File: config.mk
export PLATFORM = sky130hd
export DESIGN_NAME = llwd_front
export DESIGN_NICKNAME = d
export VERILOG_FILES = /design/src/rtl/llwd_pkg.sv /design/src/rtl/llwd_front.sv
export VERILOG_INCLUDE_DIRS = /design/src /design/src/rtl
export SDC_FILE = /design/constraint.sdc
export NUM_CORES = 2
export LEC_CHECK = 0
export BUFFER_PORTS_ARGS = -buffer_cell sky130_fd_sc_hd__buf_4
export CAP_MARGIN = 20
export CORE_UTILIZATION = 58
export CTS_BUF_LIST = sky130_fd_sc_hd__clkbuf_4
export CTS_CLUSTER_SIZE = 24
export DETAILED_ROUTE_END_ITERATION = 8
export GPL_TIMING_DRIVEN = 0
export PLACE_DENSITY = 0.78
export SLEW_MARGIN = 20
export SYNTH_ARGS = -nofsm -noshare
export SYNTH_HDL_FRONTEND = slang
export SYNTH_SLANG_ARGS = --single-unit
File: constraint.sdc
create_clock -name clk -period 6.4 [get_ports clk]
set_input_delay 0.32 -clock clk [delete_from_list [all_inputs] [get_ports clk]]
set_output_delay 0.32 -clock clk [all_outputs]
set_load 0.005 [all_outputs]
File: src/rtl/logistic_loss_with_derivatives_core_macros.svh
`ifndef LOGISTIC_LOSS_WITH_DERIVATIVES_CORE_MACROS_SVH
`define LOGISTIC_LOSS_WITH_DERIVATIVES_CORE_MACROS_SVH

// same-cycle implication
`define LLWD_ASSERT_IMP(name, clk_s, rst_s, ante, cons, msg) \
  name: assert property (@(posedge clk_s) disable iff (rst_s) (ante) |-> (cons)) \
    else $error(msg);

// next-cycle implication
`define LLWD_ASSERT_NXT(name, clk_s, rst_s, ante, cons, msg) \
  name: assert property (@(posedge clk_s) disable iff (rst_s) (ante) |=> (cons)) \
    else $error(msg);

`endif

File: src/rtl/llwd_pkg.sv
package llwd_pkg;

  localparam int TW = 30;
  localparam logic [30:0] ONE = 31'h4000_0000;

  typedef logic [TW-1:0] entry_t;

  typedef struct packed {
    logic        valid;
    logic        neg;
    logic        in_range;
    logic        lab_pos;
    logic [31:0] frac;
    logic [38:0] a;
    logic [15:0] labmag;
    logic [30:0] ll;
  } front_t;

  typedef struct packed {
    entry_t sp0;
    entry_t sp1;
    entry_t sg0;
    entry_t sg1;
  } rom_data_t;

  typedef struct packed {
    logic        valid;
    logic        lab_pos;
    logic [15:0] labmag;
    logic [30:0] ll;
    logic [41:0] loss_raw;
    logic [30:0] sig;
  } mid_t;

endpackage

File: src/rtl/llwd_front.sv
`include "logistic_loss_with_derivatives_core_macros.svh"

module llwd_front #(
  parameter int DEPTH = 1024
) (
  input  logic                          clk,
  input  logic                          rst,
  input  logic                          acc,
  input  logic signed [15:0]            label,
  input  logic signed [23:0]            model_score,
  output llwd_pkg::front_t              f,
  output logic [$clog2(DEPTH+1)-1:0]    idx
);

  localparam int AW = $clog2(DEPTH + 1);
  localparam int PW = 32 + AW;

  logic               v1;
  logic signed [39:0] m1;
  logic [15:0]        labmag1;
  logic               lab_pos1;

  logic               neg;
  logic [38:0]        a;
  logic [PW-1:0]      pos;
  logic [31:0]        ll_full;

  // stage 1: margin product
  always_ff @(posedge clk) begin
    m1       <= 40'(label) * 40'(model_score);
    labmag1  <= label[15] ? 16'(~label + 16'sd1) : 16'(label);
    lab_pos1 <= !label[15] && (label != 16'sd0);
    if (rst) begin
      v1 <= 1'b0;
    end else begin
      v1 <= acc;
    end
  end

  // stage 2: magnitude, table position, label square
  always_comb begin
    neg     = m1[39];
    a       = neg ? 39'(~m1 + 40'sd1) : 39'(m1);
    pos     = PW'(a[31:0]) * PW'(DEPTH);
    ll_full = 32'(labmag1) * 32'(labmag1);
  end

  always_ff @(posedge clk) begin
    f.neg      <= neg;
    f.in_range <= (a[38:32] == 7'd0);
    f.lab_pos  <= lab_pos1;
    f.frac     <= pos[31:0];
    f.a        <= a;
    f.labmag   <= labmag1;
    f.ll       <= ll_full[30:0];
    idx        <= pos[PW-1:32];
    if (rst) begin
      f.valid <= 1'b0;
    end else begin
      f.valid <= v1;
    end
  end

  `LLWD_ASSERT_IMP(idx_in_table, clk, rst, f.valid && f.in_range, idx < AW'(DEPTH),
                   "table index past last interval")

endmodule

==> reports/metrics.csv <==
metric;value;unit
pre-CTS WS;-1.080;ns
Tmin final;6.275;ns
Synth top area share;0.4275;
first-pass GRT wire length;105600;um
1st-iter DRT viols;1306;
most used cell, CP;fa_1;
gr ovfl total;0;
Port Buffer Count;152;
drt pass-1 iters;5;
routability cong.;0.9893;
count of final setup violators;0;
Fill cells;3513;
clock tree sinks;146;
skew final;0.02462;ns
die area;0.04435;sq mm
vias in the first global route;20481;
clk slew on worst S/H paths;0.12;ns
cell with the most instances after synthesis;inv_1;
initial antenna violation count;6;
Chip Height;210.6;um
DRC;0;
Core Box Area;0.04298;sq mm
effective utilization at floorplan;0.5872;
CP arrival;6.79;ns
overall routed net length;65380;um
slowest stage delay, CP;0.62;ns
Slew Viols, Final;0;
Root Driver;clkbuf_4;
Via density;5.335;
Row Count;76;
Post-Synthesis Cell Area;0.02524;sq mm
area grow syn2layout;10.96;%
Synth area leader;fa_1;
Mean Syn Cell Area;9.262;sq um
share of cells above drive strength 1;0.1250;
Worst Tran Pin Value;1.035;ns
sequential cell area;0.002969;sq mm
CP required;6.92;ns
I/O pin count;176;
Synth Instances;2725;
EDFF count, synth;0;
most frequent cells after synthesis;inv_1, fa_1, nand2_1;
worst skew pair latency;0.61;ns
final antenna-violating net count;0;
CP Capture Type;register;
drt wl/cell;18.56;um
area taken by multi-input logic gates;0.01932;sq mm
fin util;0.6516;
CP bufs+invs;7;
crit path kind;in2reg;
asr flop ratio synth;0;
setup ws final;0.1254;ns
outcome;complete, no violations;
post-DP HPWL;54500;um
library cells used by synthesis;60;
critical path launch point type;input port;
sequential element share of the synthesized area;0.1158;
crit path max fanout;10;
Peak Freq;0.1594;GHz
Synth Flop Type;dfxtp_1;
largest net degree at the start of global routing;18;
yosys warns;0;
RSZ-0062 raised after global routing;true;
GRT Util Overall;0.3118;
max_cap viols;0;
H-tree depth;4;
final hold vios;0;
Yosys reg bits;146;
final net count;3703;
TritonCTS Buffers;17;
worst-path cell chain;buf_4 > buf_2 > nand2_1 > fa_1 > inv_1 > fa_1 > inv_1 > fa_1 > inv_1 > fa_1 > fa_1 > inv_1 > fa_1 > inv_1 > ha_1 > a21o_1 > a21oi_1 > o21ai_0 > or3_1 > a31oi_2 > o211ai_1 > a31o_2 > a21oi_1 > xnor2_1;
worst min path class;in2reg;
fin crit share;0.9804;
maximum clock path buffer count;2;
total number of vias;18796;
dominant cells by area after synthesis;fa_1, dfxtp_1, inv_1, ha_1, and2_1;
crit path max-delay cell type;fa_1;
cell family with most CP delay;adder cells;
CTS tree;yes;
Die Span X;210.6;um
total negative setup slack;0;ns
slew margin rel.;0.3037;
## state kept, by name (all words and copies together), names as in the netlist
register / flops
f: 88
lab_pos1: 1
v1: 1
m1: 40
labmag1: 16
## per-stage QoR
step | hold slack (ns) | instances | instance area [sq um]
finish | 0.05449 | 3523 | 28010
CTS | 0.005700 | 3510 | 27710
floorplan | 0.3096 | 2736 | 25280
global route | 0.02362 | 3523 | 28010
detailed placement | 0.3420 | 3473 | 27150
global placement | 0.3395 | 3473 | 27150
## repair_timing
item / 4_1_cts / 5_1_grt
cloned: 0 / 0
setup buffers: 5 / 19
gates resized for setup: 85 / 122
setup endpoints to repair: 25 / 18
hold buffers: 4 / 0
hold endpoints to repair: 4 / 0
pin swaps: 5 / 8
## routing by layer
layer / vias to the layer above / routed length (um) / track usage
met5: - / 41 / 0
met4: 6 / 2725 / 0.1327
met3: 172 / 6523 / 0.08746
met2: 871 / 30360 / 0.4993
met1: 9375 / 25720 / 0.3975
li1: 8372 / - / -
## final cells by class
type                            count  area share
Multi-Input combinational cell   1776      0.6898
Sequential cell                   146      0.1060
Inverter                          676     0.09060
Timing Repair Buffer              180     0.04861
Buffer                            128     0.02891
Tap cell                          585     0.02614
Clock buffer                       19    0.005093
Clock inverter                     12    0.004780
Antenna cell                        1  0.00008935
## worst paths after layout
| path | endpoint | cells past startpoint | from | slack (ns) |
|---|---|---|---|---|
| max | m1[38] | 24 | label[5] | 0.13 |
| min | labmag1[5] | 3 | label[5] | 0.05 |
| max reg2reg | f[24] | 20 | labmag1[6] | 0.21 |
| min reg2reg | f[118] | 0 | lab_pos1 | 0.38 |
## cell usage in the layout (no fill, tap or decap), drive strengths merged, types with 23 or more instances in the layout
cell,n
fa,539
inv,679
nor2,76
xnor2,107
o21ai,43
clkbuf,85
a21oi,54
and2,215
nand2,313
ha,196
dfxtp,146
a21o,23
buf,238
## worst register-to-register path: stages (launching register included)
cell and delay, ns:
dfxtp_4 0.41, buf_4 0.19, and2_1 0.19, fa_2 0.62
fa_1 0.44, fa_1 0.49, fa_1 0.54, inv_1 0.04
fa_1 0.46, fa_1 0.49, inv_1 0.04, ha_2 0.31
a21o_1 0.18, a21o_1 0.21, a221oi_4 0.34, o32ai_4 0.18
o21ai_4 0.26, o21ai_1 0.15, a21o_1 0.23, a21oi_2 0.18
xnor2_1 0.16
## cell families after synthesis
kind of cell | after synthesis | share of synthesized area
other | 1 | 0.0001486
flip-flops | 146 | 0.1158
AND/OR/NAND/NOR | 697 | 0.1347
adder cells (fa/ha/maj) | 735 | 0.5247
AO/OA/AOI/OAI | 201 | 0.05126
multiplexers | 3 | 0.001239
XOR/XNOR | 128 | 0.04442
buffers and inverters | 814 | 0.1278
Power is left out: the tool's default activity adds up to more than one toggle a clock period on the data nets, which glitch-free logic cannot reach.
